`src/hw/rtl/assert_macros.svh`:
```
// Assertion helpers for the timer unit RTL.
`ifndef ASSERT_MACROS_SVH
`define ASSERT_MACROS_SVH

`ifndef SYNTHESIS

// Property must hold on every rising clock edge outside reset.
`define ASSERT_ALWAYS(label, clk, rst_n, expr, msg) \
    label: assert property (@(posedge clk) disable iff (!rst_n) (expr)) \
        else $error(msg);

// Antecedent implies consequent in the same cycle.
`define ASSERT_IMPLIES(label, clk, rst_n, ante, cons, msg) \
    label: assert property (@(posedge clk) disable iff (!rst_n) (ante) |-> (cons)) \
        else $error(msg);

// Antecedent implies consequent in the next cycle.
`define ASSERT_NEXT(label, clk, rst_n, ante, cons, msg) \
    label: assert property (@(posedge clk) disable iff (!rst_n) (ante) |=> (cons)) \
        else $error(msg);

`else

`define ASSERT_ALWAYS(label, clk, rst_n, expr, msg)
`define ASSERT_IMPLIES(label, clk, rst_n, ante, cons, msg)
`define ASSERT_NEXT(label, clk, rst_n, ante, cons, msg)

`endif

`endif

```
`src/hw/rtl/mcrt_pkg.sv`:
```
package mcrt_pkg;

    // Command codes carried on func; 5..7 are no-ops.
    typedef enum logic [2:0] {
        FUNC_START     = 3'd0,
        FUNC_RESUME    = 3'd1,
        FUNC_SET_DELAY = 3'd2,
        FUNC_STOP      = 3'd3,
        FUNC_TICK      = 3'd4
    } func_t;

    typedef enum logic [2:0] {
        ST_IDLE,
        ST_SCAN,
        ST_FETCH,
        ST_LOAD,
        ST_OUT
    } state_t;

    // Command seen by the channel update logic.
    typedef struct packed {
        func_t func;
        logic  hit;     // addressed channel is the one being processed
    } cmd_t;

    // Event reported by the channel update logic.
    typedef struct packed {
        logic fire;
        logic fin;
    } evt_t;

    localparam int DELAY_W = 31;
    localparam int COUNT_W = 16;
    localparam int CHAN_W  = 4;
    localparam logic [DELAY_W-1:0] WAIT_MAX = 31'h7FFF_FFFF;

endpackage

```
`src/hw/rtl/mcrt_ram.sv`:
```
module mcrt_ram #(
    parameter int WIDTH = 8,
    parameter int DEPTH = 16
) (
    input  logic                                   clk,
    input  logic                                   we,
    input  logic [((DEPTH > 1) ? $clog2(DEPTH) : 1)-1:0] waddr,
    input  logic [WIDTH-1:0]                       wdata,
    input  logic [((DEPTH > 1) ? $clog2(DEPTH) : 1)-1:0] raddr,
    output logic [WIDTH-1:0]                       rdata
);

    logic [WIDTH-1:0] mem [DEPTH];
    logic [WIDTH-1:0] rdata_reg;

    always_ff @(posedge clk)
    begin
        if (we)
        begin
            mem[waddr] <= wdata;
        end
        rdata_reg <= mem[raddr];
    end

    assign rdata = rdata_reg;

endmodule

```
`src/hw/rtl/mcrt_chan_alu.sv`:
```
// Next state of one channel entry for the current command or tick.
module mcrt_chan_alu #(
    parameter int TIME_BITS = 32
) (
    input  mcrt_pkg::cmd_t                   cmd,
    input  logic [TIME_BITS-1:0]             now,
    input  logic [mcrt_pkg::DELAY_W-1:0]     dly,
    input  logic [mcrt_pkg::COUNT_W-1:0]     cnt,
    input  logic [TIME_BITS-1:0]             deadline_in,
    input  logic [mcrt_pkg::DELAY_W-1:0]     period_in,
    input  logic [mcrt_pkg::COUNT_W-1:0]     remaining_in,
    input  logic                             running_in,
    input  logic                             looping_in,
    output logic [TIME_BITS-1:0]             deadline_out,
    output logic [mcrt_pkg::DELAY_W-1:0]     period_out,
    output logic [mcrt_pkg::COUNT_W-1:0]     remaining_out,
    output logic                             running_out,
    output logic                             looping_out,
    output mcrt_pkg::evt_t                   evt,
    output logic [TIME_BITS-1:0]             wait_post
);

    localparam int EXT_W = (TIME_BITS > mcrt_pkg::DELAY_W) ? TIME_BITS : mcrt_pkg::DELAY_W;
    localparam logic [EXT_W-1:0] HALF = EXT_W'(1) << (TIME_BITS - 1);

    logic [TIME_BITS-1:0]         wait_old;
    logic                         due;
    logic [mcrt_pkg::DELAY_W-1:0] arm_period;
    logic [EXT_W-1:0]             p_ext;
    logic [TIME_BITS-1:0]         p_clamp;
    logic                         arm;

    // wrapped distance; half range or more means already past
    assign wait_old = deadline_in - now;
    assign due      = (wait_old == '0) || wait_old[TIME_BITS-1];

    assign arm_period = (cmd.func == mcrt_pkg::FUNC_START || cmd.func == mcrt_pkg::FUNC_SET_DELAY)
                        ? dly : period_in;
    assign p_ext   = EXT_W'(arm_period);
    assign p_clamp = (p_ext >= HALF) ? TIME_BITS'(HALF - EXT_W'(1)) : TIME_BITS'(p_ext);

    always_comb
    begin
        period_out    = period_in;
        remaining_out = remaining_in;
        running_out   = running_in;
        looping_out   = looping_in;
        evt           = '0;
        arm           = 1'b0;
        unique case (cmd.func)
            mcrt_pkg::FUNC_TICK:
            begin
                if (running_in && due)
                begin
                    evt.fire = 1'b1;
                    arm      = 1'b1;
                    if (!looping_in)
                    begin
                        if (remaining_in <= mcrt_pkg::COUNT_W'(1))
                        begin
                            remaining_out = '0;
                            running_out   = 1'b0;
                            evt.fin       = 1'b1;
                            arm           = 1'b0;
                        end
                        else
                        begin
                            remaining_out = remaining_in - mcrt_pkg::COUNT_W'(1);
                        end
                    end
                end
            end
            mcrt_pkg::FUNC_START:
            begin
                if (cmd.hit)
                begin
                    period_out    = dly;
                    remaining_out = cnt;
                    looping_out   = (cnt == '0);
                    running_out   = 1'b1;
                    arm           = 1'b1;
                end
            end
            mcrt_pkg::FUNC_RESUME:
            begin
                if (cmd.hit)
                begin
                    running_out = 1'b1;
                    arm         = 1'b1;
                end
            end
            mcrt_pkg::FUNC_SET_DELAY:
            begin
                if (cmd.hit)
                begin
                    period_out = dly;
                    arm        = running_in;
                end
            end
            mcrt_pkg::FUNC_STOP:
            begin
                if (cmd.hit)
                begin
                    running_out = 1'b0;
                end
            end
            default:
            begin
                arm = 1'b0;
            end
        endcase
    end

    // After arming, the distance to the deadline is the clamped period itself.
    assign deadline_out = arm ? (now + p_clamp) : deadline_in;
    assign wait_post    = arm ? p_clamp : (due ? '0 : wait_old);

endmodule

```
`src/hw/rtl/multi_channel_repeat_timer_unit.sv`:
```
// Channel  Handshake             Payload
// ------   --------------------  ----------------------------------------------
// in       in_valid / in_ready   func, channel, delay_ms, repeat_count
// out      out_valid / out_ready fired, fired_channel, finished, last,
//                                any_running, next_wait_ms
//
// One transaction at a time. After an input transaction the unit sweeps the
// channel table, one entry per cycle (a rate set by the single read/write
// port pair of the table RAM), then sends its R results, each through the
// fetch, load and output states, waiting in the output state for out_ready.
// Reset is immediate: per-entry valid flops stand in for the table contents,
// no clearing pass. A stalled output simply holds the unit in its send state.
`include "assert_macros.svh"

module multi_channel_repeat_timer_unit #(
    parameter int NUM_CHANNELS = 16,
    parameter int TIME_BITS    = 32
) (
    input  logic                              clk,
    input  logic                              rst_n,
    input  logic                              in_valid,
    output logic                              in_ready,
    input  logic [2:0]                        func,
    input  logic [mcrt_pkg::CHAN_W-1:0]       channel,
    input  logic [mcrt_pkg::DELAY_W-1:0]      delay_ms,
    input  logic [mcrt_pkg::COUNT_W-1:0]      repeat_count,
    output logic                              out_valid,
    input  logic                              out_ready,
    output logic                              fired,
    output logic [mcrt_pkg::CHAN_W-1:0]       fired_channel,
    output logic                              finished,
    output logic                              last,
    output logic                              any_running,
    output logic [mcrt_pkg::DELAY_W-1:0]      next_wait_ms
);

    localparam int CH_BITS  = (NUM_CHANNELS > 1) ? $clog2(NUM_CHANNELS) : 1;
    localparam int CNT_BITS = $clog2(NUM_CHANNELS + 1);
    localparam int CMP_W    = (CH_BITS > mcrt_pkg::CHAN_W) ? CH_BITS : mcrt_pkg::CHAN_W;
    localparam int EXT_W    = (TIME_BITS > mcrt_pkg::DELAY_W) ? TIME_BITS : mcrt_pkg::DELAY_W;
    // table entry: {deadline, period, remaining, running, looping}
    localparam int ENT_W    = TIME_BITS + mcrt_pkg::DELAY_W + mcrt_pkg::COUNT_W + 2;
    localparam int RQ_W     = CH_BITS + 1;
    localparam logic [ENT_W-1:0] ENT_RESET = ENT_W'(1);   // only looping set

    mcrt_pkg::state_t state_reg, state_next;

    // latched command
    mcrt_pkg::func_t              func_reg;
    logic [mcrt_pkg::CHAN_W-1:0]  channel_reg;
    logic [mcrt_pkg::DELAY_W-1:0] delay_reg;
    logic [mcrt_pkg::COUNT_W-1:0] count_reg;

    logic [TIME_BITS-1:0]   now_reg;
    logic [CH_BITS-1:0]     proc_idx_reg;
    logic [CNT_BITS-1:0]    fire_cnt_reg;
    logic [CNT_BITS-1:0]    rd_idx_reg;
    logic [NUM_CHANNELS-1:0] vld_reg;
    logic                   any_reg;
    logic [TIME_BITS-1:0]   best_reg;

    logic                         out_valid_reg;
    logic                         fired_reg;
    logic [mcrt_pkg::CHAN_W-1:0]  fired_channel_reg;
    logic                         finished_reg;
    logic                         last_reg;
    logic [mcrt_pkg::DELAY_W-1:0] wait_out_reg;

    // FSM decoded controls
    logic accept_in;
    logic scan_active;
    logic load_active;
    logic scan_done;
    logic send_done;

    // table RAM
    logic [ENT_W-1:0]   ent_rdata;
    logic [ENT_W-1:0]   ent_cur;
    logic [ENT_W-1:0]   ent_wdata;
    logic [CH_BITS-1:0] ent_raddr;

    // result queue RAM
    logic               rq_we;
    logic [RQ_W-1:0]    rq_wdata;
    logic [RQ_W-1:0]    rq_rdata;

    // channel update
    mcrt_pkg::cmd_t               cmd;
    mcrt_pkg::evt_t               evt;
    logic [TIME_BITS-1:0]         dl_in, dl_out;
    logic [mcrt_pkg::DELAY_W-1:0] per_in, per_out;
    logic [mcrt_pkg::COUNT_W-1:0] rem_in, rem_out;
    logic                         run_in, run_out, loop_in, loop_out;
    logic [TIME_BITS-1:0]         wait_post;
    logic                         no_fire;

    //--------------------------------------------------------------------
    // Control FSM
    //--------------------------------------------------------------------
    assign scan_done = (proc_idx_reg == CH_BITS'(NUM_CHANNELS - 1));
    assign send_done = out_ready && last_reg;

    always_comb
    begin
        state_next = state_reg;
        unique case (state_reg)
            mcrt_pkg::ST_IDLE:  if (in_valid) state_next = mcrt_pkg::ST_SCAN;
            mcrt_pkg::ST_SCAN:  if (scan_done) state_next = mcrt_pkg::ST_FETCH;
            mcrt_pkg::ST_FETCH: state_next = mcrt_pkg::ST_LOAD;
            mcrt_pkg::ST_LOAD:  state_next = mcrt_pkg::ST_OUT;
            mcrt_pkg::ST_OUT:
            begin
                if (out_ready)
                begin
                    state_next = send_done ? mcrt_pkg::ST_IDLE : mcrt_pkg::ST_FETCH;
                end
            end
            default:            state_next = mcrt_pkg::ST_IDLE;
        endcase
    end

    always_comb
    begin
        in_ready    = 1'b0;
        scan_active = 1'b0;
        load_active = 1'b0;
        unique case (state_reg)
            mcrt_pkg::ST_IDLE:  in_ready    = 1'b1;
            mcrt_pkg::ST_SCAN:  scan_active = 1'b1;
            mcrt_pkg::ST_LOAD:  load_active = 1'b1;
            mcrt_pkg::ST_FETCH,
            mcrt_pkg::ST_OUT:   in_ready    = 1'b0;
            default:            in_ready    = 1'b0;
        endcase
    end

    assign accept_in = in_valid && in_ready;

    always_ff @(posedge clk or negedge rst_n)
    begin
        if (!rst_n)
        begin
            state_reg <= mcrt_pkg::ST_IDLE;
        end
        else
        begin
            state_reg <= state_next;
        end
    end

    //--------------------------------------------------------------------
    // Channel table: read entry i+1 while entry i is updated and written.
    // Entries never written read as their reset value.
    //--------------------------------------------------------------------
    assign ent_raddr = scan_active ? (proc_idx_reg + CH_BITS'(1)) : '0;
    assign ent_cur   = vld_reg[proc_idx_reg] ? ent_rdata : ENT_RESET;
    assign {dl_in, per_in, rem_in, run_in, loop_in} = ent_cur;

    mcrt_ram #(
        .WIDTH (ENT_W),
        .DEPTH (NUM_CHANNELS)
    ) u_table (
        .clk   (clk),
        .we    (scan_active),
        .waddr (proc_idx_reg),
        .wdata (ent_wdata),
        .raddr (ent_raddr),
        .rdata (ent_rdata)
    );

    assign cmd = '{func: func_reg,
                   hit:  (CMP_W'(channel_reg) == CMP_W'(proc_idx_reg))};

    mcrt_chan_alu #(
        .TIME_BITS (TIME_BITS)
    ) u_alu (
        .cmd           (cmd),
        .now           (now_reg),
        .dly           (delay_reg),
        .cnt           (count_reg),
        .deadline_in   (dl_in),
        .period_in     (per_in),
        .remaining_in  (rem_in),
        .running_in    (run_in),
        .looping_in    (loop_in),
        .deadline_out  (dl_out),
        .period_out    (per_out),
        .remaining_out (rem_out),
        .running_out   (run_out),
        .looping_out   (loop_out),
        .evt           (evt),
        .wait_post     (wait_post)
    );

    assign ent_wdata = {dl_out, per_out, rem_out, run_out, loop_out};

    //--------------------------------------------------------------------
    // Fired-channel queue, filled in scan order, drained by the send loop.
    //--------------------------------------------------------------------
    assign rq_we    = scan_active && evt.fire;
    assign rq_wdata = {proc_idx_reg, evt.fin};

    mcrt_ram #(
        .WIDTH (RQ_W),
        .DEPTH (NUM_CHANNELS)
    ) u_result_q (
        .clk   (clk),
        .we    (rq_we),
        .waddr (fire_cnt_reg[CH_BITS-1:0]),
        .wdata (rq_wdata),
        .raddr (rd_idx_reg[CH_BITS-1:0]),
        .rdata (rq_rdata)
    );

    //--------------------------------------------------------------------
    // Sequencing state
    //--------------------------------------------------------------------
    always_ff @(posedge clk or negedge rst_n)
    begin
        if (!rst_n)
        begin
            now_reg      <= '0;
            proc_idx_reg <= '0;
            fire_cnt_reg <= '0;
            rd_idx_reg   <= '0;
            vld_reg      <= '0;
            any_reg      <= 1'b0;
            best_reg     <= '0;
        end
        else if (accept_in)
        begin
            // a tick bumps time before the sweep sees it
            if (mcrt_pkg::func_t'(func) == mcrt_pkg::FUNC_TICK)
            begin
                now_reg <= now_reg + TIME_BITS'(1);
            end
            proc_idx_reg <= '0;
            fire_cnt_reg <= '0;
            rd_idx_reg   <= '0;
            any_reg      <= 1'b0;
            best_reg     <= '0;
        end
        else if (scan_active)
        begin
            vld_reg[proc_idx_reg] <= 1'b1;
            if (evt.fire)
            begin
                fire_cnt_reg <= fire_cnt_reg + CNT_BITS'(1);
            end
            // running minimum of post-step waits
            if (run_out && (!any_reg || wait_post < best_reg))
            begin
                best_reg <= wait_post;
            end
            if (run_out)
            begin
                any_reg <= 1'b1;
            end
            if (!scan_done)
            begin
                proc_idx_reg <= proc_idx_reg + CH_BITS'(1);
            end
        end
        else if (state_reg == mcrt_pkg::ST_OUT && out_ready && !last_reg)
        begin
            rd_idx_reg <= rd_idx_reg + CNT_BITS'(1);
        end
    end

    always_ff @(posedge clk)
    begin
        if (accept_in)
        begin
            func_reg    <= mcrt_pkg::func_t'(func);
            channel_reg <= channel;
            delay_reg   <= delay_ms;
            count_reg   <= repeat_count;
        end
    end

    //--------------------------------------------------------------------
    // Output register
    //--------------------------------------------------------------------
    assign no_fire = (fire_cnt_reg == '0);

    always_ff @(posedge clk or negedge rst_n)
    begin
        if (!rst_n)
        begin
            out_valid_reg <= 1'b0;
        end
        else if (load_active)
        begin
            out_valid_reg <= 1'b1;
        end
        else if (out_valid_reg && out_ready)
        begin
            out_valid_reg <= 1'b0;
        end
    end

    always_ff @(posedge clk)
    begin
        if (load_active)
        begin
            fired_reg         <= !no_fire;
            fired_channel_reg <= no_fire ? '0
                                 : mcrt_pkg::CHAN_W'(rq_rdata[RQ_W-1:1]);
            finished_reg      <= no_fire ? 1'b0 : rq_rdata[0];
            last_reg          <= no_fire || (rd_idx_reg + CNT_BITS'(1) == fire_cnt_reg);
            wait_out_reg      <= (EXT_W'(best_reg) > EXT_W'(mcrt_pkg::WAIT_MAX))
                                 ? mcrt_pkg::WAIT_MAX
                                 : mcrt_pkg::DELAY_W'(best_reg);
        end
    end

    assign out_valid     = out_valid_reg;
    assign fired         = fired_reg;
    assign fired_channel = fired_channel_reg;
    assign finished      = finished_reg;
    assign last          = last_reg;
    assign any_running   = any_reg;
    assign next_wait_ms  = wait_out_reg;

    //--------------------------------------------------------------------
    // Checks
    //--------------------------------------------------------------------
    `ASSERT_ALWAYS(a_no_overlap, clk, rst_n, !(in_ready && out_valid), "accept while busy")
    `ASSERT_ALWAYS(a_fire_bound, clk, rst_n, fire_cnt_reg <= CNT_BITS'(NUM_CHANNELS), "fire cnt")
    `ASSERT_IMPLIES(a_quiet_last, clk, rst_n, out_valid && !fired, last, "quiet not last")
    `ASSERT_NEXT(a_last_idle, clk, rst_n, out_valid && out_ready && last, in_ready, "not idle")

endmodule

```
`config.mk`:
```
export PLATFORM = sky130hd
export DESIGN_NAME = multi_channel_repeat_timer_unit
export DESIGN_NICKNAME = d
export VERILOG_FILES = /design/src/hw/rtl/mcrt_pkg.sv /design/src/hw/rtl/mcrt_ram.sv /design/src/hw/rtl/mcrt_chan_alu.sv /design/src/hw/rtl/multi_channel_repeat_timer_unit.sv
export VERILOG_INCLUDE_DIRS = /design/src /design/src/hw/rtl
export SDC_FILE = /design/constraint.sdc
export NUM_CORES = 2
export LEC_CHECK = 0
export BUFFER_PORTS_ARGS = -buffer_cell sky130_fd_sc_hd__buf_4
export CORE_MARGIN = 5
export CORE_UTILIZATION = 30
export CTS_CLUSTER_DIAMETER = 50
export CTS_CLUSTER_SIZE = 28
export DETAILED_ROUTE_END_ITERATION = 8
export HOLD_SLACK_MARGIN = 0.05
export RECOVER_POWER = 50
export SLEW_MARGIN = 30
export SYNTH_ARGS = -nofsm -noshare
export SYNTH_HDL_FRONTEND = slang
export SYNTH_SLANG_ARGS = --single-unit
```
`constraint.sdc`:
```
create_clock -name clk -period 8.05 [get_ports clk]
set_clock_uncertainty 0.15 [all_clocks]
set_input_delay 1.61 -clock clk [delete_from_list [all_inputs] [get_ports clk]]
set_output_delay 1.61 -clock clk [all_outputs]
set_load 0.01 [all_outputs]
```
==> results.yml <==
floorplan:
  die_area_mm2: 0.252
  pin_count: 99
  start_util: 0.302
  row_count: 180
  core_mm2: 0.241
  dieWidth_um: 502
  fp.dieH_um: 502
yosys:
  synth_fa_ha_area_frac: 0.0186
  synth_ff_type: "edfxtp_1"
  synth_xor_area_frac: 0.0119
  synth-simple-area-share: 0.158
  synthCells: 6354
  synth-seq-cells: 1653
  synthMuxAreaShare: 0.0166
  synth_warnings: 0
  synth-seq-area-share: 0.664
  syn_area_mm2: 0.0728
  syn_avg_cell_area_um2: 11.4
  synth.net_count: 6519
  ys_async_sr_fraction: 0.0599
  synth_top_family_by_area: "simple AND/OR/NAND/NOR gates"
  synth_compound_area_frac: 0.103
  synth-edff-count: 1468
  synth.distinct_cells: 86
setup_path:
  r2r_end: "best_reg[19]"
  crit_slowest_cell: "mux4_4"
  cp_common_cell: "buf_4"
  critPathMaxStageDelay_ps: 720
  crit_arrival_ps: 8600
  cp-start-kind: "flip-flop"
  critPathRequiredTime_ps: 8550
  critPathCaptureType: "flip-flop"
  rrSetupSlack_ps: -50
  cp_max_fo: 14
  worstRegToRegCells: 36
  r2r-start: "proc_idx_reg[0]"
  cp-startpoint: "proc_idx_reg[0]"
  cp-endpoint: "best_reg[19]"
  path_class: "reg -> reg"
timing:
  slew_headroom: -1.68
  worstMarginPinSlew_ps: 4020
  grt_setup_unrepaired: "yes"
  tns_ps: -814
  setup_violations: 29
  slew_viol_final: 1319
  fin_crit_ps: 8100
  setup_ws_ps: -51.5
  max_freq_ghz: 0.123
  hold_viol: 0
  post-route-period-util: 1.01
route:
  drt_first_pass_iters: 6
  finalWirelength_um: 218000
  final_antenna_net_count: 0
  drc: 0
  wire_per_inst_um: 22.3
  via_count: 51533
  via_per_inst: 5.28
  first_iter_violations: 5447
clocking:
  root_buffer: "clkbuf_16"
  clock_sinks: 1653
  htree_num_levels: 4
  ctsHoldBuffers: 0
  tritoncts: "yes"
  clkTransAtPathRegs_ps: 80
  cts_buffers: 130
  clock_path_buffers: 3
  clk_latency_ps: 810
status:
  violations: "capacitance limit, slew limit, setup timing"
  outcome: "complete, but fails checks"
layout:
  fin_nets: 6625
  fillers: 23582
  synthToLayoutAreaGrowth_pct: 14.1
  largest_reg_flops: 1296
  drive_above_1_share: 0.104
placement:
  port_buffers: 98
  gp_congestion: 0.890
  dp_hpwl_um: 116000
global_route:
  grt_max_degree: 225
  grt.total_usage: 0.167
  grt_overflow: 0
  grt_antenna_before_repair: 4
  grt_pass1_vias: 49318
  grt_pass1_wl_um: 323000
job:
  cap_violations: 35
hold_path:
  min_path_cells: 1
  holdCritPathClass: "reg -> reg"
-- cell type report --
cell class	instances	area, um^2	share of cell area
Sequential cell	1653	48300	0.581
Multi-Input combinational cell	4170	22800	0.275
Inverter	103	388	0.00467
Tap cell	3185	3990	0.0480
Clock buffer	143	3410	0.0410
Clock inverter	99	1200	0.0145
Antenna cell	1	2.50	0.0000301
Timing Repair Buffer	402	2950	0.0355
-- kinds of logic after synthesis --
| group | count (synthesis) |
|---|---|
| compound gates | 1226 |
| xor+xnor | 98 |
| buf+inv | 532 |
| simple gates | 2650 |
| other cells | 1 |
| mux | 87 |
| flops | 1653 |
| fa+ha+maj | 107 |
-- synthesized netlist by cell type, drive strengths merged (13+ instances only) --
library cell  instances  area share
nor2                465       0.024
inv                 103      0.0053
nand4               110      0.0095
a211oi              168       0.018
buf                  37      0.0028
nor2b                24      0.0021
a21o                 45      0.0046
or2                  19      0.0016
o21ai               613       0.042
nor4                 18      0.0016
dfxtp                86       0.024
and3                 18      0.0015
clkbuf              392       0.020
ha                  105       0.018
mux2                 40      0.0076
xnor2                68      0.0082
nand2              1374       0.071
and2                 50      0.0043
dfrtp                99       0.034
a22oi                13      0.0013
nand2b               16      0.0014
or3                  13      0.0011
nor3                124      0.0088
a31oi                90      0.0077
a21oi               118      0.0084
edfxtp             1468        0.61
nand3               368       0.025
xor2                 30      0.0037
mux2i                32      0.0044
nor3b                23      0.0024
o21a                 16      0.0017
o2111ai              83       0.010
mux4                 15      0.0046
-- critical path: cells and delay by family (launching register included) --
family,cells,cell delay [ps]
adder cells (fa/ha/maj),2,480
XOR/XNOR,1,220
AND/OR/NAND/NOR,6,710
AO/OA/AOI/OAI,15,2960
multiplexers,3,1550
buffers and inverters,9,1370
flip-flops,1,490
-- cell usage in the layout (no fill, tap or decap), drive strengths merged, types with 83 or more instances in the layout --
| cell | netlist | routed |
|---|---|---|
| edfxtp | 1468 | 1468 |
| nand2 | 1374 | 1374 |
| o21ai | 613 | 613 |
| nor2 | 465 | 465 |
| nand3 | 368 | 368 |
| clkbuf | 392 | 279 |
| buf | 37 | 266 |
| a211oi | 168 | 168 |
| inv | 103 | 147 |
| nor3 | 124 | 124 |
| a21oi | 118 | 118 |
| nand4 | 110 | 110 |
| ha | 105 | 105 |
| dfrtp | 99 | 99 |
| a31oi | 90 | 90 |
| dfxtp | 86 | 86 |
| o2111ai | 83 | 83 |
-- through the flow --
step                      area (um^2)  hold WS (ps)  std cells  setup slack (ps)   util
after floorplan                 72800           284       6354              21.8      -
after CTS                       83200           314       9741              8.99  0.345
after global routing            83000           328       9755              -359  0.345
final                           83000           318       9756             -51.5  0.345
after detailed placement        78400           298       9483              -254  0.325
after global placement          78300           295       9479              -210  0.325
-- layer usage --
layer  up-vias  track usage  wire length, um  share of wire
met1     25612        0.227            91800           0.42
met4         0       0.0610             7920          0.036
met5         -            0                0              0
li1      23329            -                -              -
met3       393       0.0221            16300          0.075
met2      2199        0.273           102000           0.47
-- worst min path at each step --
stage	start	slack (ps)	endpoint
final	vld_reg[14]	320	vld_reg[14]
after global routing	vld_reg[2]	330	vld_reg[2]
after CTS	vld_reg[14]	310	vld_reg[14]
after detailed placement	vld_reg[14]	300	vld_reg[14]
after global placement	vld_reg[6]	300	vld_reg[6]
after floorplan	vld_reg[10]	280	vld_reg[10]
-- timing repair --
action                                  CTS  global route
resized for setup                        19            47
pin swaps                                12            33
endpoints found under the setup margin   32            32
hold endpoints to repair                  0             0
gates cloned                              1             0
setup buffers                            15            14
Power is left out: the tool's default activity adds up to more than one toggle a clock period on the data nets, which glitch-free logic cannot reach.
